--- config.mk ---
export PLATFORM = sky130hd
export DESIGN_NAME = bpa_ram
export DESIGN_NICKNAME = d
export VERILOG_FILES = /design/src/rtl/core/bpa_ram.sv
export SDC_FILE = /design/constraint.sdc
export NUM_CORES = 2
export LEC_CHECK = 0
export ABC_AREA = 1
export BUFFER_PORTS_ARGS = -buffer_cell sky130_fd_sc_hd__buf_2
export CAP_MARGIN = 40
export CORE_MARGIN = 4
export CORE_UTILIZATION = 27
export CTS_CLUSTER_DIAMETER = 150
export CTS_CLUSTER_SIZE = 24
export DETAILED_ROUTE_END_ITERATION = 12
export GPL_TIMING_DRIVEN = 1
export PLACE_DENSITY = 0.44
export SYNTH_ARGS = -nofsm -noshare
export SYNTH_HDL_FRONTEND = slang
export SYNTH_SLANG_ARGS = --single-unit
--- constraint.sdc ---
create_clock -name aclk -period 2.6 [get_ports aclk]
set_clock_uncertainty 0.2 [all_clocks]
set_input_delay 0.39 -clock aclk [delete_from_list [all_inputs] [get_ports aclk]]
set_output_delay 0.39 -clock aclk [all_outputs]
set_load 0.02 [all_outputs]
--- src/rtl/core/bpa_ram.sv ---
// Generic single-clock RAM with one write port and one registered read port.
// No dependencies; instantiated by the allocator top level.
module bpa_ram #(
    parameter int WIDTH = 8,
    parameter int DEPTH = 256
) (
    input  logic                     aclk,
    input  logic                     we,
    input  logic [$clog2(DEPTH)-1:0] waddr,
    input  logic [WIDTH-1:0]         wdata,
    input  logic [$clog2(DEPTH)-1:0] raddr,
    output logic [WIDTH-1:0]         rdata
);

    logic [WIDTH-1:0] mem [DEPTH];

    // Write port and registered read port.
    always_ff @(posedge aclk) begin
        if (we) begin
            mem[waddr] <= wdata;
        end
        rdata <= mem[raddr];
    end

endmodule

# ---- After elaboration in Yosys (flattened, before gate mapping)
# Memories as Yosys holds them, arrays and structs flattened. A register that Yosys moved wholly into a read port is not among the register bits.
# Index checks and enable logic that the tools add are counted.
dict set report totals {
  reg_bits 0
  latch_bits 0
  ramBits 2048
  mem_bits_ro 0
  input_bits 26
  output_inout_bits 8
  wordCells 3
  n_memories 1
}
dict set report classes {
  n_addsub 0
  n_mul 0
  div 0
  order_cmp 0
  n_eq_ne 0
  shifts 0
  muxes 2
  bitwise 0
  reduce_logical 0
}
# memory words word_bits read_ports rd_ports_with_merged_regs write_ports line_no
set memory_table {}
lappend memory_table {mem 256 8 1 1 1 15} ;# logic [WIDTH-1:0] mem [DEPTH];
# operator count
set ops {}
lappend ops {{$mux 1} 2}

# ---- Logic depth before layout (Yosys ltp)
dict set report logic_depth {
  word_depth 2
  depth_mapped 15
  ltp_nobuf 11
}

# ---- Least setup slack after synthesis
# Ideal clock, no wire load.
dict set report synth_timing {
  kind {input-to-reg}
  start {in we}
  end {mem mem[162][0], enable pin}
  setup_ns 0.370
  arrival_time_ns 1.511
  required_ns 2.030
  slack_ns 0.519
  path_stages 4
  n_path_buf 2
  cell_sequence {clkbuf_1 > nand3_1 > clkbuf_1 > nor2_1}
}
dict set report synth_between {
  elab_chain_cells 2
}
# item line_no
set synth_lines {}
lappend synth_lines {{from (decl)} 8} ;# input logic we,
lappend synth_lines {{$mux 1} 19} ;# if (we) begin
lappend synth_lines {{$mux 1 (not written as such)} 20} ;# mem[waddr] <= wdata;
lappend synth_lines {{to (decl)} 15}
# Every way passes these cells.

==> flow_summary.toml <==
[clock_network]
cts-root-buf = "clkbuf_16"
cts_sinks = 2056
numCtsBuffers = 95
cts_resized = 0
clkLatencyLatePin_ns = 0.78
cts.clk_slew.worst_paths_ns = 0.09
htreeDepth = 3
cts_tree = "done"
clk_path_buf_depth = 3

[global_routing]
grt.overflow.total = 0
grt_max_degree = 97
grt_pass1_wl_um = 392000
gr-usage-all-layers_pct = 16.6
antenna_found_initial = 12
grt_pass1_vias = 53800

[job]
maxCapViolations = 0

[synthesis]
synth_top_area_cell = "edfxtp_1"
synthAdderAreaFrac_pct = 0
synth_edf_count = 2048
yosys.area_share.simple_pct = 22.9
syn-cell-area_mm2 = 0.0834
synth-seq-cells = 2056
ys_seq_area_share_pct = 73.9
syn_inst = 7003
syn_nets = 7029
synthFlopType = "edfxtp_1"
synth.area.mux_share_pct = 0
synth_area_leaders = "edfxtp_1 (74%), nand3_1 (12%), nand2_1 (9.6%)"
synthArstFlopShare_pct = 0
synth_warnings = 0
avgSynthCellArea_um2 = 11.9
yosysMostFrequentCell = "nand2_1"
yosys-top-cells-count = "nand2_1 (2123), edfxtp_1 (2048), nand3_1 (2019)"
synth.distinct_cells = 14
synth_top_family_by_area = "simple AND/OR/NAND/NOR gates"
synth_top_area_share_pct = 73.7
synth_compound_area_share_pct = 0
synth_xor_area_share_pct = 0

[sta]
fin_crit_sh_pct = 94.5
hold_viol_final = 0
drv_slew = 0
relSlewSlack_pct = 60.2
final.min_clock_period_ns = 2.46
clock.fmax_ghz = 0.407
setup_viol = 0
worstMarginPinSlew_ns = 0.597
rsz0062_at_grt = "no"

[setup_path]
crit_path_frequent_cell = "nand3_1"
cp-startpoint = "raddr[0]"
worstPathArrival_ns = 2.95
crit_path_end_kind = "flip-flop"
slowest_stage = "nand3_1"
cp-start-kind = "primary input"
crit_path_cell_trace = "buf_8 -> inv_16 -> buf_12 -> buf_12 -> buf_4 -> nand2_1 -> nand3_1 -> nand3_1 -> nand3_1 -> nand3_1 -> nand3_1 -> nand3_1 -> nand2_1 -> nand2_1 -> nand2_1"
path_max_fanout = 40
cpPeakStageDelay_ns = 0.32
r2r-start = "mem[41][3]"
cp.required_ns = 3.09
critPathKind = "in2reg"

[floorplanning]
initial_utilization_pct = 27.2
die_w_um = 564
core-area_mm2 = 0.307
die_area_mm2 = 0.318
die_h_um = 564
boundaryPins = 34
rows = 203

[placed_design]
port_buffers = 33
post-dp-hpwl_um = 176000
dp_cells = 11400
globalplace.congestion = 0.833

[route]
wirelength_um = 272000
avgRoutedWirePerCell_um = 23.6
num_vias = 55100
drc = 0
firstDrtPassIters = 5
ant_nets = 0
avgViaCountPerCell = 4.77
drtIter0Drc = 5354

[layout]
fin_util_pct = 31.4
syn_to_final_growth_pct = 15.3
final_cell_count_no_fill = 11500
drive_above_1_share_pct = 11.7
nNetsFinal = 7401

[pwr]
power_density_mw_per_mm2 = 613
power_w = 0.0589
ir_drop_v = 0.000559
cellLeakagePower_nw = 33.2

[worst_hold_path]
min_path_type = "in2reg"
hold_start = "raddr[7]"

[run_status]
status = "complete, no violations"
-- logic make-up (layout without fill, tap and decap cells) --
logic type	after synthesis	after routing
buf+inv	522	946
other cells	0	7
simple gates	4425	4425
flops	2056	2056
-- routing by layer --
layer	up-vias	share of wire (%)	GRT usage, %
met5	-	0.0044	0
met4	2	2.6	4.15
met3	242	4.8	1.93
met2	1387	47	27.2
met1	28000	45	23.5
li1	25500	-	-
-- repair_timing --
item / in CTS / in global routing
setup endpoints to repair: 0 / 0
hold endpoints to repair: 263 / 0
buffers inserted: 0 / 0
hold buffers: 8 / 0
-- placed cells by master (no fill, tap or decap), drive strengths merged --
cell type    instances
dlygate4sd3          8
edfxtp            2048
dfxtp                8
nand3             2019
nand2             2123
inv                 43
clkbuf             144
nor2               283
buf                750
clkinv               1
diode                7
-- per-stage QoR --
| step | setup slack, ns | setup TNS, ns | hold slack [ns] | cell area, um2 |
|---|---|---|---|---|
| 2_1_floorplan | 0.519 | 0 | 0.289 | 83400 |
| 3_3_place_gp | -0.623 | -4.20 | 0.598 | 93400 |
| 3_5_place_dp | -0.587 | -3.93 | 0.595 | 93400 |
| 4_1_cts | 0.229 | 0 | 0.00608 | 96100 |
| 5_1_grt | 0.186 | 0 | 0.000192 | 96100 |
| 6_report | 0.142 | 0 | 0.0513 | 96100 |
-- where the power goes --
part	switching [W]	internal [W]
Sequential	0.0000570	0.0365
Combinational	0.00358	0.00147
Clock	0.0104	0.00693
-- area by class of cell --
class,count,area [um2]
fillers,30900,210000
well taps,4100,5130
inverters,39,183
repair buffers,758,7340
flip-flops and latches,2056,61700
diodes,7,17.5
multi-input cells,4425,19200
clock buffers,144,2580
clock inverters,5,51.3
-- worst paths after layout --
| kind | endpoint | cells past startpoint | slack (ns) |
|---|---|---|---|
| worst max register to register | rdata[3] | 10 | 0.29 |
| worst max-delay path | rdata[0] | 15 | 0.14 |
| worst min register to register | rdata[3] | 10 | 0.83 |
| worst min-delay path | rdata[3] | 4 | 0.05 |
-- registers in the layout (all words and copies together) (netlist names) --
| register | count |
|---|---|
| mem | 2048 |
| rdata | 8 |
-- critical path: cells and delay by family --
kind / cells / cell delay, ns
buffers and inverters: 5 / 1.01
AND/OR/NAND/NOR: 10 / 1.44
(Power assumes the default switching activity.)
